File: src/hdl/qoie_pkg.sv
`timescale 1ns / 1ps

package qoie_pkg;

  // Register indexes of the configuration port (byte address = 4 * index).
  localparam logic [1:0] REG_WIDTH  = 2'd0;
  localparam logic [1:0] REG_HEIGHT = 2'd1;
  localparam logic [1:0] REG_FORMAT = 2'd2;
  localparam int         ADDR_W     = 4;

  // Pixel formats.
  localparam logic [1:0] FMT_GRAY = 2'd0;
  localparam logic [1:0] FMT_BGR  = 2'd1;
  localparam logic [1:0] FMT_BGRA = 2'd2;

  // Op codes of the byte stream.
  localparam logic [7:0] OP_DIFF     = 8'h40;
  localparam logic [7:0] OP_LUMA     = 8'h80;
  localparam logic [7:0] OP_RUN      = 8'hC0;
  localparam logic [7:0] OP_RUN_FULL = 8'hFD;
  localparam logic [7:0] OP_RGB      = 8'hFE;
  localparam logic [7:0] OP_RGBA     = 8'hFF;
  localparam logic [5:0] RUN_MAX     = 6'd62;

  // Hash weights of the color table index.
  localparam logic [5:0] HASH_R = 6'd3;
  localparam logic [5:0] HASH_G = 6'd5;
  localparam logic [5:0] HASH_B = 6'd7;
  localparam logic [5:0] HASH_A = 6'd11;

  // Header and end marker.
  localparam logic [31:0] MAGIC         = 32'h716F6966;
  localparam logic [7:0]  CH_RGB        = 8'd3;
  localparam logic [7:0]  CH_RGBA       = 8'd4;
  localparam logic [7:0]  COLORSPACE    = 8'h00;
  localparam logic [7:0]  END_LAST_BYTE = 8'h01;
  localparam logic [3:0]  HDR_LAST_IDX  = 4'd13;
  localparam logic [3:0]  END_LAST_IDX  = 4'd7;

  localparam logic [31:0] PREV_RESET = 32'h000000FF;

  localparam int QUEUE_DEPTH = 4;
  localparam int QPTR_W      = $clog2(QUEUE_DEPTH);

  // Work handed from the front part to the back part for one pixel.
  typedef struct packed {
    logic            hdr;       // header comes first
    logic            pre_vld;   // run op ahead of the pixel op
    logic [7:0]      pre_byte;
    logic [2:0]      op_len;    // bytes of the pixel op, 0 to 5
    logic [4:0][7:0] op_bytes;  // element 0 goes out first
    logic            post_vld;  // run flushed at the end of the image
    logic [7:0]      post_byte;
    logic            eoi;       // end marker follows
  } job_t;

  typedef enum logic [2:0] {
    PH_START,
    PH_HDR,
    PH_PRE,
    PH_OP,
    PH_POST,
    PH_END
  } phase_t;

endpackage

File: src/hdl/qoie_front.sv
`timescale 1ns / 1ps

module qoie_front #(
  parameter int DIM_BITS = 16
) (
  input  logic                clk,
  input  logic                rst,
  input  logic                in_valid,
  output logic                in_ready,
  input  logic [7:0]          pix_blue,
  input  logic [7:0]          pix_green,
  input  logic [7:0]          pix_red,
  input  logic [7:0]          pix_alpha,
  input  logic [DIM_BITS-1:0] image_width,
  input  logic [DIM_BITS-1:0] image_height,
  input  logic [1:0]          pixel_format,
  output qoie_pkg::job_t      job,
  output logic                job_valid,
  input  logic                job_ready
);

  localparam int CNT_W = 2 * DIM_BITS;

  // Stage 0: format conversion and hash.
  logic [31:0] s0_px;
  logic [5:0]  s0_h;
  logic        s1_load;

  // Stage 1: classification.
  logic        s1_valid;
  logic [31:0] s1_px;
  logic [5:0]  s1_h;
  logic        s1_fire;

  logic [31:0] prev_color;
  logic [5:0]  run;
  logic [CNT_W-1:0] cnt;
  logic [CNT_W-1:0] total;

  logic [31:0] ctab_mem [64];
  logic [31:0] ctab_rd;
  logic [63:0] ctab_vld;
  logic        byp_vld;
  logic [5:0]  byp_h;
  logic [31:0] byp_px;

  logic              eq;
  logic              byp_hit;
  logic [31:0]       entry;
  logic              hit;
  logic signed [7:0] dr;
  logic signed [7:0] dg;
  logic signed [7:0] db;
  logic signed [8:0] dr_dg;
  logic signed [8:0] db_dg;
  logic [7:0]        diff_r;
  logic [7:0]        diff_g;
  logic [7:0]        diff_b;
  logic [8:0]        luma_rg;
  logic [8:0]        luma_bg;
  logic [CNT_W-1:0]  cnt_inc;
  logic              last;
  logic [5:0]        run_inc;
  logic [5:0]        run_after;
  logic              wr_want;
  logic              wr_en;

  always_comb begin
    logic [7:0] r;
    logic [7:0] g;
    logic [7:0] a;
    r = (pixel_format == qoie_pkg::FMT_GRAY) ? pix_blue : pix_red;
    g = (pixel_format == qoie_pkg::FMT_GRAY) ? pix_blue : pix_green;
    a = pixel_format[1] ? pix_alpha : 8'hFF;
    s0_px = {r, g, pix_blue, a};
    s0_h  = r[5:0] * qoie_pkg::HASH_R + g[5:0] * qoie_pkg::HASH_G
          + pix_blue[5:0] * qoie_pkg::HASH_B + a[5:0] * qoie_pkg::HASH_A;
  end

  assign in_ready = !s1_valid || s1_fire;
  assign s1_load  = in_valid && in_ready;

  always_ff @(posedge clk) begin
    if (rst) begin
      s1_valid <= 1'b0;
    end else if (s1_load) begin
      s1_valid <= 1'b1;
    end else if (s1_fire) begin
      s1_valid <= 1'b0;
    end
  end

  always_ff @(posedge clk) begin
    if (s1_load) begin
      s1_px <= s0_px;
      s1_h  <= s0_h;
    end
    total <= CNT_W'(image_width) * CNT_W'(image_height);
  end

  always_comb begin
    eq      = s1_px == prev_color;
    byp_hit = byp_vld && (byp_h == s1_h);
    entry   = byp_hit ? byp_px : (ctab_vld[s1_h] ? ctab_rd : 32'h0);
    hit     = entry == s1_px;
    dr      = s1_px[31:24] - prev_color[31:24];
    dg      = s1_px[23:16] - prev_color[23:16];
    db      = s1_px[15:8]  - prev_color[15:8];
    dr_dg   = {dr[7], dr} - {dg[7], dg};
    db_dg   = {db[7], db} - {dg[7], dg};
    diff_r  = dr + 8'sd2;
    diff_g  = dg + 8'sd2;
    diff_b  = db + 8'sd2;
    luma_rg = dr_dg + 9'sd8;
    luma_bg = db_dg + 9'sd8;
    cnt_inc = cnt + 1'b1;
    last    = cnt_inc >= total;
    run_inc = run + 6'd1;

    job       = '0;
    job.hdr   = cnt == '0;
    run_after = run;
    wr_want   = 1'b0;
    if (eq) begin
      if (run_inc == qoie_pkg::RUN_MAX) begin
        job.pre_vld  = 1'b1;
        job.pre_byte = qoie_pkg::OP_RUN_FULL;
        run_after    = 6'd0;
      end else begin
        run_after = run_inc;
      end
    end else begin
      if (run != 6'd0) begin
        job.pre_vld  = 1'b1;
        job.pre_byte = qoie_pkg::OP_RUN | {2'b00, 6'(run - 6'd1)};
      end
      run_after = 6'd0;
      if (hit) begin
        job.op_len      = 3'd1;
        job.op_bytes[0] = {2'b00, s1_h};
      end else begin
        wr_want = 1'b1;
        if (s1_px[7:0] != prev_color[7:0]) begin
          job.op_len      = 3'd5;
          job.op_bytes[0] = qoie_pkg::OP_RGBA;
          job.op_bytes[1] = s1_px[31:24];
          job.op_bytes[2] = s1_px[23:16];
          job.op_bytes[3] = s1_px[15:8];
          job.op_bytes[4] = s1_px[7:0];
        end else if (dr >= -8'sd2 && dr <= 8'sd1 && dg >= -8'sd2 && dg <= 8'sd1 &&
                     db >= -8'sd2 && db <= 8'sd1) begin
          job.op_len      = 3'd1;
          job.op_bytes[0] = qoie_pkg::OP_DIFF | {2'b00, diff_r[1:0], diff_g[1:0], diff_b[1:0]};
        end else if (dg >= -8'sd32 && dg <= 8'sd31 && dr_dg >= -9'sd8 && dr_dg <= 9'sd7 &&
                     db_dg >= -9'sd8 && db_dg <= 9'sd7) begin
          job.op_len      = 3'd2;
          job.op_bytes[0] = qoie_pkg::OP_LUMA | {2'b00, 6'(dg + 8'sd32)};
          job.op_bytes[1] = {luma_rg[3:0], luma_bg[3:0]};
        end else begin
          job.op_len      = 3'd4;
          job.op_bytes[0] = qoie_pkg::OP_RGB;
          job.op_bytes[1] = s1_px[31:24];
          job.op_bytes[2] = s1_px[23:16];
          job.op_bytes[3] = s1_px[15:8];
        end
      end
    end
    if (last) begin
      job.eoi = 1'b1;
      if (run_after != 6'd0) begin
        job.post_vld  = 1'b1;
        job.post_byte = qoie_pkg::OP_RUN | {2'b00, 6'(run_after - 6'd1)};
      end
    end
    job_valid = s1_valid && (job.hdr || job.pre_vld || (job.op_len != 3'd0) || last);
    s1_fire   = s1_valid && (!job_valid || job_ready);
    wr_en     = s1_fire && wr_want && !last;
  end

  always_ff @(posedge clk) begin
    if (rst) begin
      prev_color <= qoie_pkg::PREV_RESET;
      run        <= 6'd0;
      cnt        <= '0;
      ctab_vld   <= '0;
      byp_vld    <= 1'b0;
    end else begin
      if (s1_fire) begin
        if (last) begin
          prev_color <= qoie_pkg::PREV_RESET;
          run        <= 6'd0;
          cnt        <= '0;
          ctab_vld   <= '0;
        end else begin
          prev_color <= s1_px;
          run        <= run_after;
          cnt        <= cnt_inc;
          if (wr_en) begin
            ctab_vld[s1_h] <= 1'b1;
          end
        end
      end
      // The table read for the incoming pixel happens at the same edge as
      // this write, so the written entry is kept aside for one comparison.
      if (s1_load) begin
        byp_vld <= wr_en;
      end
    end
  end

  always_ff @(posedge clk) begin
    if (s1_load) begin
      byp_h  <= s1_h;
      byp_px <= s1_px;
    end
  end

  always_ff @(posedge clk) begin
    if (wr_en) begin
      ctab_mem[s1_h] <= s1_px;
    end
    if (s1_load) begin
      ctab_rd <= ctab_mem[s0_h];
    end
  end

`ifndef SYNTHESIS
  a_image_restart: assert property (@(posedge clk) disable iff (rst)
    (s1_fire && last) |=> (cnt == '0 && run == 6'd0 && ctab_vld == '0))
    else $error("state not cleared after the last pixel");
  a_run_bound: assert property (@(posedge clk) disable iff (rst)
    run < qoie_pkg::RUN_MAX)
    else $error("run length reached its flush value");
`endif

endmodule

File: src/hdl/qoie_queue.sv
`timescale 1ns / 1ps

module qoie_queue (
  input  logic           clk,
  input  logic           rst,
  input  logic           push_valid,
  output logic           push_ready,
  input  qoie_pkg::job_t push_job,
  output logic           pop_valid,
  input  logic           pop_ready,
  output qoie_pkg::job_t pop_job
);

  qoie_pkg::job_t mem [qoie_pkg::QUEUE_DEPTH];
  logic [qoie_pkg::QPTR_W-1:0] wr_ptr;
  logic [qoie_pkg::QPTR_W-1:0] rd_ptr;
  logic [qoie_pkg::QPTR_W:0]   count;
  logic push;
  logic pop;

  assign push_ready = count != (qoie_pkg::QPTR_W+1)'(qoie_pkg::QUEUE_DEPTH);
  assign pop_valid  = count != '0;
  assign push       = push_valid && push_ready;
  assign pop        = pop_valid && pop_ready;
  assign pop_job    = mem[rd_ptr];

  always_ff @(posedge clk) begin
    if (rst) begin
      wr_ptr <= '0;
      rd_ptr <= '0;
      count  <= '0;
    end else begin
      if (push) begin
        wr_ptr <= wr_ptr + 1'b1;
      end
      if (pop) begin
        rd_ptr <= rd_ptr + 1'b1;
      end
      priority if (push && !pop) begin
        count <= count + 1'b1;
      end else if (pop && !push) begin
        count <= count - 1'b1;
      end else begin
        count <= count;
      end
    end
  end

  always_ff @(posedge clk) begin
    if (push) begin
      mem[wr_ptr] <= push_job;
    end
  end

`ifndef SYNTHESIS
  a_count_bound: assert property (@(posedge clk) disable iff (rst)
    count <= (qoie_pkg::QPTR_W+1)'(qoie_pkg::QUEUE_DEPTH))
    else $error("queue count beyond its depth");
`endif

endmodule

File: src/hdl/qoie_back.sv
`timescale 1ns / 1ps

module qoie_back (
  input  logic           clk,
  input  logic           rst,
  input  logic           job_valid,
  output logic           job_ready,
  input  qoie_pkg::job_t job,
  input  logic [31:0]    hdr_width,
  input  logic [31:0]    hdr_height,
  input  logic [7:0]     hdr_channels,
  output logic           out_valid,
  input  logic           out_ready,
  output logic [7:0]     out_byte,
  output logic           last_for_pixel,
  output logic           end_of_image
);

  qoie_pkg::phase_t ph;
  qoie_pkg::phase_t ph_next;
  qoie_pkg::phase_t cur_ph;
  qoie_pkg::phase_t nxt_ph;
  logic [3:0]   idx;
  logic [3:0]   idx_next;
  logic [3:0]   cur_idx;
  logic [111:0] hdr_vec;
  logic [7:0]   byte_sel;
  logic         phase_done;
  logic         job_last;
  logic         load;

  // First phase after cur that this job has, PH_START when none is left.
  function automatic qoie_pkg::phase_t next_phase(input qoie_pkg::job_t j,
                                                  input qoie_pkg::phase_t cur);
    logic past_hdr;
    logic past_pre;
    logic past_op;
    logic past_post;
    past_hdr  = cur != qoie_pkg::PH_START;
    past_pre  = past_hdr && cur != qoie_pkg::PH_HDR;
    past_op   = past_pre && cur != qoie_pkg::PH_PRE;
    past_post = past_op && cur != qoie_pkg::PH_OP;
    priority if (!past_hdr && j.hdr) begin
      return qoie_pkg::PH_HDR;
    end else if (!past_pre && j.pre_vld) begin
      return qoie_pkg::PH_PRE;
    end else if (!past_op && j.op_len != 3'd0) begin
      return qoie_pkg::PH_OP;
    end else if (!past_post && j.post_vld) begin
      return qoie_pkg::PH_POST;
    end else if (cur != qoie_pkg::PH_END && j.eoi) begin
      return qoie_pkg::PH_END;
    end else begin
      return qoie_pkg::PH_START;
    end
  endfunction

  assign hdr_vec = {qoie_pkg::MAGIC, hdr_width, hdr_height, hdr_channels, qoie_pkg::COLORSPACE};
  assign load    = job_valid && (!out_valid || out_ready);

  always_ff @(posedge clk) begin
    if (rst) begin
      ph  <= qoie_pkg::PH_START;
      idx <= 4'd0;
    end else begin
      ph  <= ph_next;
      idx <= idx_next;
    end
  end

  always_comb begin
    cur_ph  = (ph == qoie_pkg::PH_START) ? next_phase(job, qoie_pkg::PH_START) : ph;
    cur_idx = (ph == qoie_pkg::PH_START) ? 4'd0 : idx;
    unique case (cur_ph)
      qoie_pkg::PH_HDR: begin
        byte_sel   = hdr_vec[7'(qoie_pkg::HDR_LAST_IDX - cur_idx) * 8 +: 8];
        phase_done = cur_idx == qoie_pkg::HDR_LAST_IDX;
      end
      qoie_pkg::PH_PRE: begin
        byte_sel   = job.pre_byte;
        phase_done = 1'b1;
      end
      qoie_pkg::PH_OP: begin
        byte_sel   = job.op_bytes[cur_idx[2:0]];
        phase_done = cur_idx == {1'b0, 3'(job.op_len - 3'd1)};
      end
      qoie_pkg::PH_POST: begin
        byte_sel   = job.post_byte;
        phase_done = 1'b1;
      end
      qoie_pkg::PH_END: begin
        byte_sel   = (cur_idx == qoie_pkg::END_LAST_IDX) ? qoie_pkg::END_LAST_BYTE : 8'h00;
        phase_done = cur_idx == qoie_pkg::END_LAST_IDX;
      end
      default: begin
        byte_sel   = 8'h00;
        phase_done = 1'b1;
      end
    endcase
    nxt_ph    = phase_done ? next_phase(job, cur_ph) : cur_ph;
    job_last  = phase_done && (nxt_ph == qoie_pkg::PH_START);
    job_ready = load && job_last;
    ph_next   = ph;
    idx_next  = idx;
    if (load) begin
      ph_next  = nxt_ph;
      idx_next = phase_done ? 4'd0 : cur_idx + 4'd1;
    end
  end

  always_ff @(posedge clk) begin
    if (rst) begin
      out_valid <= 1'b0;
    end else if (load) begin
      out_valid <= 1'b1;
    end else if (out_ready) begin
      out_valid <= 1'b0;
    end
  end

  always_ff @(posedge clk) begin
    if (load) begin
      out_byte       <= byte_sel;
      last_for_pixel <= job_last;
      end_of_image   <= (cur_ph == qoie_pkg::PH_END) && phase_done;
    end
  end

`ifndef SYNTHESIS
  a_eoi_closes_pixel: assert property (@(posedge clk) disable iff (rst)
    (out_valid && end_of_image) |-> last_for_pixel)
    else $error("end of image on a byte that does not close its pixel");
  a_job_ends_at_start: assert property (@(posedge clk) disable iff (rst)
    job_ready |=> (ph == qoie_pkg::PH_START))
    else $error("sequencer not back at job start after a pop");
`endif

endmodule

File: src/hdl/qoi_image_encoder_core.sv
`timescale 1ns / 1ps

// Channel     Handshake                Payload
// pixel in    in_valid / in_ready      pix_blue, pix_green, pix_red, pix_alpha
// bytes out   out_valid / out_ready    out_byte, last_for_pixel, end_of_image
// config      psel/penable/pwrite      paddr, pwdata, prdata (pready tied high)
//
// The front part takes one pixel per cycle unless a full queue holds it
// back; it converts the format, hashes the color, reads the 64-entry color
// table and picks the op in a second stage. The back part sends one byte
// per cycle while out_ready is high, from a four-job queue. A pixel gives no
// byte for a run extension, one when it completes a run of 62, one to five
// for an op plus one more when a pending run is flushed ahead of it, 14 more
// for the header, and eight for the end marker plus one for a run flushed at the end.
// A pixel's first byte passes the stage-1 register, the queue and the output register.
// Synchronous reset clears the previous color, the run, the pixel count and
// the valid bits of the color table at once; no clearing pass is needed.
// Either side may stall on its own: the queue and the output register absorb
// back pressure, and the front keeps taking pixels until the queue fills.

module qoi_image_encoder_core #(
  parameter int DIM_BITS = 16
) (
  input  logic                        clk,
  input  logic                        rst,
  // pixel input
  input  logic                        in_valid,
  output logic                        in_ready,
  input  logic [7:0]                  pix_blue,
  input  logic [7:0]                  pix_green,
  input  logic [7:0]                  pix_red,
  input  logic [7:0]                  pix_alpha,
  // byte output
  output logic                        out_valid,
  input  logic                        out_ready,
  output logic [7:0]                  out_byte,
  output logic                        last_for_pixel,
  output logic                        end_of_image,
  // configuration
  input  logic                        psel,
  input  logic                        penable,
  input  logic                        pwrite,
  input  logic [qoie_pkg::ADDR_W-1:0] paddr,
  input  logic [31:0]                 pwdata,
  output logic [31:0]                 prdata,
  output logic                        pready
);

  logic [DIM_BITS-1:0] image_width;
  logic [DIM_BITS-1:0] image_height;
  logic [1:0]          pixel_format;
  logic                cfg_wr;

  qoie_pkg::job_t f_job;
  qoie_pkg::job_t q_job;
  logic           f_valid;
  logic           f_ready;
  logic           q_valid;
  logic           q_ready;

  // A register write lands at the access beat of the APB transfer.
  assign pready = 1'b1;
  assign cfg_wr = psel && penable && pwrite && pready;

  always_ff @(posedge clk) begin
    if (rst) begin
      image_width  <= DIM_BITS'(1);
      image_height <= DIM_BITS'(1);
      pixel_format <= qoie_pkg::FMT_BGRA;
    end else if (cfg_wr) begin
      unique case (paddr[3:2])
        qoie_pkg::REG_WIDTH:  image_width  <= pwdata[DIM_BITS-1:0];
        qoie_pkg::REG_HEIGHT: image_height <= pwdata[DIM_BITS-1:0];
        qoie_pkg::REG_FORMAT: pixel_format <= pwdata[1:0];
        default: ;
      endcase
    end
  end

  always_comb begin
    unique case (paddr[3:2])
      qoie_pkg::REG_WIDTH:  prdata = 32'(image_width);
      qoie_pkg::REG_HEIGHT: prdata = 32'(image_height);
      qoie_pkg::REG_FORMAT: prdata = 32'(pixel_format);
      default:              prdata = 32'h0;
    endcase
  end

  qoie_front #(
    .DIM_BITS(DIM_BITS)
  ) u_front (
    .clk          (clk),
    .rst          (rst),
    .in_valid     (in_valid),
    .in_ready     (in_ready),
    .pix_blue     (pix_blue),
    .pix_green    (pix_green),
    .pix_red      (pix_red),
    .pix_alpha    (pix_alpha),
    .image_width  (image_width),
    .image_height (image_height),
    .pixel_format (pixel_format),
    .job          (f_job),
    .job_valid    (f_valid),
    .job_ready    (f_ready)
  );

  qoie_queue u_queue (
    .clk        (clk),
    .rst        (rst),
    .push_valid (f_valid),
    .push_ready (f_ready),
    .push_job   (f_job),
    .pop_valid  (q_valid),
    .pop_ready  (q_ready),
    .pop_job    (q_job)
  );

  // The header reads the registers directly: the user must change them only while
  // the encoder is idle, so no header is in flight; the block does not enforce it.
  qoie_back u_back (
    .clk            (clk),
    .rst            (rst),
    .job_valid      (q_valid),
    .job_ready      (q_ready),
    .job            (q_job),
    .hdr_width      (32'(image_width)),
    .hdr_height     (32'(image_height)),
    .hdr_channels   (pixel_format[1] ? qoie_pkg::CH_RGBA : qoie_pkg::CH_RGB),
    .out_valid      (out_valid),
    .out_ready      (out_ready),
    .out_byte       (out_byte),
    .last_for_pixel (last_for_pixel),
    .end_of_image   (end_of_image)
  );

`ifndef SYNTHESIS
  a_out_hold: assert property (@(posedge clk) disable iff (rst)
    (out_valid && !out_ready) |=> (out_valid && $stable(out_byte)))
    else $error("output beat changed while stalled");
`endif

endmodule

File: config.mk
export PLATFORM = sky130hd
export DESIGN_NAME = qoi_image_encoder_core
export DESIGN_NICKNAME = d
export VERILOG_FILES = /design/src/hdl/qoie_pkg.sv /design/src/hdl/qoie_front.sv /design/src/hdl/qoie_queue.sv /design/src/hdl/qoie_back.sv /design/src/hdl/qoi_image_encoder_core.sv
export SDC_FILE = /design/constraint.sdc
export NUM_CORES = 2
export LEC_CHECK = 0
export BUFFER_PORTS_ARGS = -buffer_cell sky130_fd_sc_hd__buf_4
export CORE_ASPECT_RATIO = 1.5
export CORE_UTILIZATION = 55
export DETAILED_ROUTE_END_ITERATION = 6
export PLACE_DENSITY = 0.76
export SLEW_MARGIN = 0
export SYNTH_ARGS = -nofsm -noshare
export SYNTH_HDL_FRONTEND = slang
export SYNTH_SLANG_ARGS = --single-unit
File: constraint.sdc
create_clock -name clk -period 30.6 [get_ports clk]
set_input_delay 3.06 -clock clk [delete_from_list [all_inputs] [get_ports clk]]
set_output_delay 3.06 -clock clk [all_outputs]
set_load 0.05 [all_outputs]
; ---- Word-level counts from Yosys, hierarchy flattened
; Memories as Yosys holds them, arrays and structs flattened. A register that Yosys moved wholly into a read port is not among the register bits.
; Index checks and enable logic that the tools add are counted.
[word_totals]
reg_bits = 303
latch_bits = 0
ram_bits = 2300
mem_bits_ro = 0
input_bits = 75
wordCells = 233
mem_count = 2
[memory_table]
columns = memory, words, word_bits, read_ports, rd_clocked_by_memory_dff, wr, line_no
row1 = u_front.ctab_mem, 64, 32, 1, 1, 1, qoie_front.sv:40  ; logic [31:0] ctab_mem [64];
row2 = u_queue.mem, 4, 63, 1, 1, 1, qoie_queue.sv:14  ; qoie_pkg::job_t mem [qoie_pkg::QUEUE_DEPTH];
[op_classes]
add_sub_neg = 25
mul = 5
div_mod_pow = 0
magnitude_cmp = 16
eq_ne = 20
shift = 1
muxes = 69
n_bitwise = 1
reduce_logical = 70
[op_table]
columns = operator, count
row1 = $mux 32, 6
row2 = $mux 64, 2
row3 = $shiftx 112x11->8, 1
row4 = $eq 32x32->1, 2
row5 = $or 64x64->64, 1
row6 = $mux 3, 19
row7 = $mux 8, 6
row8 = $pmux 16 s3, 1
row9 = $mux 43, 1
row10 = $pmux 8 s5, 1
row11 = $mux 9, 4
row12 = $logic_and 1x1->1, 35
row13 = $add 32x1->32 const B, 1
row14 = $ge 32x32->1, 1
row15 = $logic_not 32->1, 1
row16 = $mul 16x16->32, 1
row17 = $mux 16, 2
row18 = $bmux 8 s3, 1
row19 = $ge 8x2->1 const B, 3
row20 = $le 8x2->1 const B, 3
row21 = $mux 24, 1
row22 = $mux 6, 4
row23 = $sub 8x8->8, 3
row24 = $add 6x6->6, 3
row25 = 50 further kinds, 104

; ---- Logic depth before layout (Yosys ltp)
[depth]
ltp_word = 24
mapped_depth = 26
ltp_nobuf = 24

; ---- Modules after synthesis
; From an unflattened synthesis, not the netlist that was laid out.
[unflattened]
cells_unflattened = 6600
hier_area_um2 = 116226.5
[modules_own_cells]
columns = mod, instances, cells_per_inst, area_per_inst_um2, seq_area_each_um2
row1 = qoie_front, 1, 5689, 102154.2, 68105.3
row2 = qoie_queue, 1, 377, 9628.0, 7747.4
row3 = qoie_back, 1, 341, 2615.0, 460.4
row4 = qoi_image_encoder_core, 1, 193, 1829.3, 680.7

; ---- Worst setup path before layout
; No wires, ideal clock.
[synth_path]
path_kind = reg-to-reg
startpoint = reg u_front.cnt[3]
endpoint = reg u_front.byp_vld
t_arrival_ns = 9.799
slack_ns = 20.673
path_stages_with_launch = 22
path_buffers = 2
period_less_slack_ns = 9.927
cell_sequence = dfxtp_1 > clkbuf_1 > nand4_1 > nor2_1 > and4_1 > and3_1 > and3_1 > and2_1 > clkbuf_1 > nand2_1 > xnor2_1 > ha_1 > a21o_1 > a21o_1 > a21o_1 > a21oi_1 > o21ai_0 > a21oi_1 > nand3_1 > a31oi_1 > mux2_2 > nor2_1
[synth_between]
elab_chain_len = 10
word_cells_on_any_way = 15
classes_between = 1 x add/sub / 1 x order compare / 13 x reduce/logical
[synth_rtl]
columns = element, line_no
row1 = from (decl), qoie_front.sv:37  ; logic [CNT_W-1:0] cnt;
row2 = from (signal assigned), qoie_front.sv:197  ; cnt <= cnt_inc;
row3 = branches (longest 3 deep; another with $add 32x1->32), -
row4 = $logic_or 1x1->1 *, qoie_front.sv:175  ; job_valid = s1_valid && (job.hdr || job.pre_vld || (job.op_len != 3'd0) || last);
row5 = $logic_and 1x1->1 *, qoie_front.sv:175
row6 = $logic_not 1->1 *, qoie_front.sv:176  ; s1_fire = s1_valid && (!job_valid || job_ready);
row7 = $logic_or 1x1->1 *, qoie_front.sv:176
row8 = $logic_and 1x1->1 *, qoie_front.sv:176
row9 = $logic_or 1x1->1 *, qoie_front.sv:80  ; assign in_ready = !s1_valid || s1_fire;
row10 = $logic_and 1x1->1 *, qoie_front.sv:81  ; assign s1_load = in_valid && in_ready;
row11 = named net u_front.s1_load, qoie_front.sv:27  ; logic s1_load;
row12 = to (signal assigned), qoie_front.sv:206  ; byp_vld <= wr_en;
row13 = to (decl), qoie_front.sv:43  ; logic byp_vld;
; Mark *: on every way through the listed nets, which the timed path passes.
; A chain may end at the register's enable or synchronous reset.

; ---- Worst setup path after layout
[layout_path]
startpoint = in pix_alpha[1]
endpoint = reg u_front.ctab_rd[1], read port of u_front.ctab_mem (data pin)
[layout_between]
elab_chain_len = 3
[layout_rtl]
columns = element, line_no
row1 = from (decl), qoi_image_encoder_core.sv:32  ; input logic [7:0] pix_alpha,
row2 = $mux 6, qoie_front.sv:74  ; a = pixel_format[1] ? pix_alpha : 8'hFF;
row3 = named net u_front.s0_px[1], qoie_front.sv:25  ; logic [31:0] s0_px;
row4 = $mul 6x4->6, qoie_front.sv:77  ; + pix_blue[5:0] * qoie_pkg::HASH_B + a[5:0] * qoie_pkg::HASH_A;
row5 = $add 6x6->6, qoie_front.sv:77
row6 = named net u_front.s0_h[1], qoie_front.sv:26  ; logic [5:0] s0_h;
row7 = to (decl), qoie_front.sv:41  ; logic [31:0] ctab_rd;
; The timed path passes the listed nets, and every way through them passes these cells.

==> metrics.md <==
| Metric | Value |
|---|---|
| Number of buffer and inverter stages on the critical path | `7` |
| Pins Over Slew Limit | `0` |
| Hold Fails Final Rpt | `0` |
| Worst-path cell chain | `buf_4 > nand2b_1 > inv_1 > fa_1 > inv_1 > ha_1 > ha_1 > ha_4 > buf_12 > buf_12 > buf_4 > buf_4 > mux4_2 > mux4_2 > mux2i_1 > o21ai_0` |
| WP depth | `16` |
| Global-route wire length before repair | `426000 um` |
| Count of final setup violators | `0` |
| Post-synth EDFFs | `2402` |
| CTS root buf | `clkbuf_16` |
| GP Congestion | `0.912` |
| DP Area | `120000 um2` |
| Io pins | `120` |
| Final std cells w/o fill | `9655` |
| Largest net degree at the start of global routing | `152` |
| Pre-antenna DRT Iters | `6` |
| Drc violations | `0` |
| Status | `completed` |
| FMAX | `102 MHz` |
| Initial drt markers | `6647` |
| Static Leakage | `0.0425 uW` |
| Clk_skew | `0.0603 ns` |
| Cts repair resizes | `0` |
| Share of layout cells above drive strength 1 | `21.5%` |
| Die height | `562 um` |
| DR vias | `62000` |
| Crit Path Class | `in2reg` |
| CTS sink cnt | `2621` |
| Final core utilization | `61.2%` |
| Core area | `208000 um2` |
| Final cycle utilization of the critical path | `31.9%` |
| Die ar. | `211000 um2` |
| Clk_lat worst skew | `0.90 ns` |
| H-tree depth reported by CTS | `4` |
| Yosys reg bits | `2621` |
| Hold WC Path Type | `reg2reg` |
| Syn avg cell area | `17.6 um2` |
| Required time of the critical path | `31.20 ns` |
| Vias in the first global route | `64300` |
| Post-CTS setup buffers | `0` |
| Num CTS Buffers | `225` |
| Yosys warnings | `0` |
| Cell depth of the worst flop-to-flop path | `16` |
| Count of cell types in the netlist | `96` |
| P&R area growth vs syn | `10.5%` |
| Commonest non-fill, non-tap cell in the layout | `edfxtp_1` |
| Detailed placement HPWL | `165000 um` |
| Least-Margin Pin Slew | `1.31 ns` |
| Max incr delay on CP | `0.84 ns` |
| Setup tns final | `0 ns` |
| Filler instances | `14200` |
| Worst vdd ir | `0.000329 V` |
| Worst Setup Start Kind | `input port` |
| Crit path from | `pix_alpha[1]` |
| Hold buffers post-CTS | `0` |
| Crit path DAT | `10.36 ns` |
| Clk slew on worst S/H paths | `0.06 ns` |
| Post-placement cell count | `9235` |
| Post-synth ARST share | `0%` |
| Clock Tree Buf Depth | `3` |
| FF-to-FF End | `u_front.ctab_rd[1]` |
| Layout Nets | `7173` |
| Via/cell ratio | `6.42` |
| Most used DFF post-synth | `edfxtp_1` |
| Port buffer count | `84` |
| CP dominant cell by count | `buf_4` |
| Num rows | `205` |
| CTS tree | `built` |
| WL final | `294000 um` |
| Unrepaired setup endpoints after global routing | `no` |
| Largest delay contributor family on the critical path | `buffers and inverters` |
| Minimum clock period | `9.76 ns` |
| Multi-input logic area | `36300 um2` |
| CP Capture Point | `u_front.ctab_rd[1]` |
| Final Cell Area | `127000 um2` |
| Routed len/inst | `30.5 um` |
| CP max-delay cell | `buf_4` |
| Antenna Nets Post-Route | `0` |
| Initial core utilization | `55.4%` |
| Cell count after synthesis | `6545` |
| Storage cell area | `76500 um2` |
| Seq/Total Area, Yosys | `66.4%` |
| Reg2reg setup slack | `21.79 ns` |
| CP max FO | `151` |
| Initial antenna violation count | `7` |
| Post-synth design cell area | `115000 um2` |
| Reg2reg start | `pixel_format[1]` |
| Overall routing resource usage | `28.1%` |
| Most frequent cells in the layout | `edfxtp_1, mux4_2, nand2_1, inv_1, buf_4` |
| DIE WIDTH | `376 um` |
| GRT overflow | `0` |
| Max-Cap Viols | `0` |
| Slew margin rel. | `12.9%` |
| Critical path endpoint category | `flop` |
| Power per cell area | `94.6 nW/um2` |
==> worst min path at each step <==
stage,end,start,slack [ns],cells after the start
floorplan,u_front.ctab_vld[59],u_front.ctab_vld[59],0.42,2
global placement,u_front.ctab_vld[59],u_front.ctab_vld[59],0.44,2
detailed placement,u_front.ctab_vld[6],u_front.ctab_vld[6],0.46,1
CTS,u_front.ctab_vld[59],u_front.ctab_vld[59],0.47,2
global route,u_front.ctab_vld[59],u_front.ctab_vld[59],0.48,2
finish,u_front.ctab_vld[59],u_front.ctab_vld[59],0.47,2
==> synth_stat cells (21+ instances only) <==
cell type  instances  area, um2
mux4_2           715      16100
a22o_1            65        569
a21o_1            28        210
nand2b_1          44        275
and2_1           117        732
and3_1            35        219
mux2_2            41        462
nand3_1           43        215
xnor2_1          119       1040
o22ai_1           22        138
a21oi_1          121        606
xor2_1            50        438
edfxtp_1        2402      72100
o21ai_0           87        435
inv_1            412       1550
ha_1             207       2590
mux2i_1          117       1170
nand2_1          415       1560
buf_1             58        218
nand4_1           27        169
fa_1             223       4460
o21a_1            21        158
nor3_1            26        130
dfxtp_1          219       4380
clkbuf_1         276       1040
nor4_1            43        269
nor2_1           228        856
nor2b_1           45        282
==> metal layers <==
metal / part of all wire, % / global-route usage (%) / vias to the layer above / wire length, um
met1: 33 / 32.0 / 32100 / 96700
met4: 7.2 / 17.7 / 0 / 21300
li1: - / - / 25600 / -
met2: 52 / 49.1 / 3503 / 153000
met3: 8.1 / 4.71 / 777 / 23800
met5: 0 / 0 / - / 0
==> where the power goes <==
group,total [uW],internal [uW],switching [uW]
registers,4190,4130,55.7
clock network,2900,1600,1300
logic,4960,1870,3090
total,12000,7600,4440
==> logic make-up after synthesis <==
kind of cell	count (synthesis)	share of synthesized area, %
DFF	2621	66.4
xor gates and xnor gates	171	1.32
adders and majority gates	432	6.14
muxes	873	15.4
other	2	0.00652
AOI/OAI and AO/OA	544	3.33
buffers and inverters	783	2.65
and+or+nand+nor	1119	4.72
==> cell type report <==
type | instances | share of cell area (%)
diodes | 2 | 0.00393
clock buffers | 282 | 4.68
clock inverters | 136 | 1.18
inverters | 412 | 1.22
multi-input cells | 3156 | 28.5
flip-flops and latches | 2621 | 60.1
well taps | 2794 | 2.75
repair buffers | 252 | 1.56
==> metrics by stage <==
step | hold slack (ns) | power [uW] | worst slack, ns
6_report | 0.473 | 12000 | 20.84
4_1_cts | 0.470 | 12000 | 21.07
3_3_place_gp | 0.439 | 9010 | 20.21
5_1_grt | 0.481 | 12300 | 20.57
3_5_place_dp | 0.461 | 9080 | 20.20
2_1_floorplan | 0.420 | 7190 | 20.67
==> sequential cells by signal, summed over array words and instances, names as in the netlist, 3 cells and up, named ones only <==
name,cells
u_front.prev_color,32
u_front.s1_h,6
u_back.idx,4
u_front.run,6
u_front.s1_px,32
u_front.byp_px,32
image_height,16
u_front.byp_h,6
image_width,16
u_front.cnt,32
u_front.total,32
u_back.ph,3
u_back.out_byte,8
u_queue.count,3
u_queue.mem,236
u_front.ctab_vld,64
u_front.ctab_rd,32
u_front.ctab_mem,2048
==> worst min-delay path, cell delays in order (launching register included) <==
cell	delay, ns
dfxtp_1	0.33
nand2_1	0.06
o41ai_1	0.05
(Power assumes the default switching activity.)
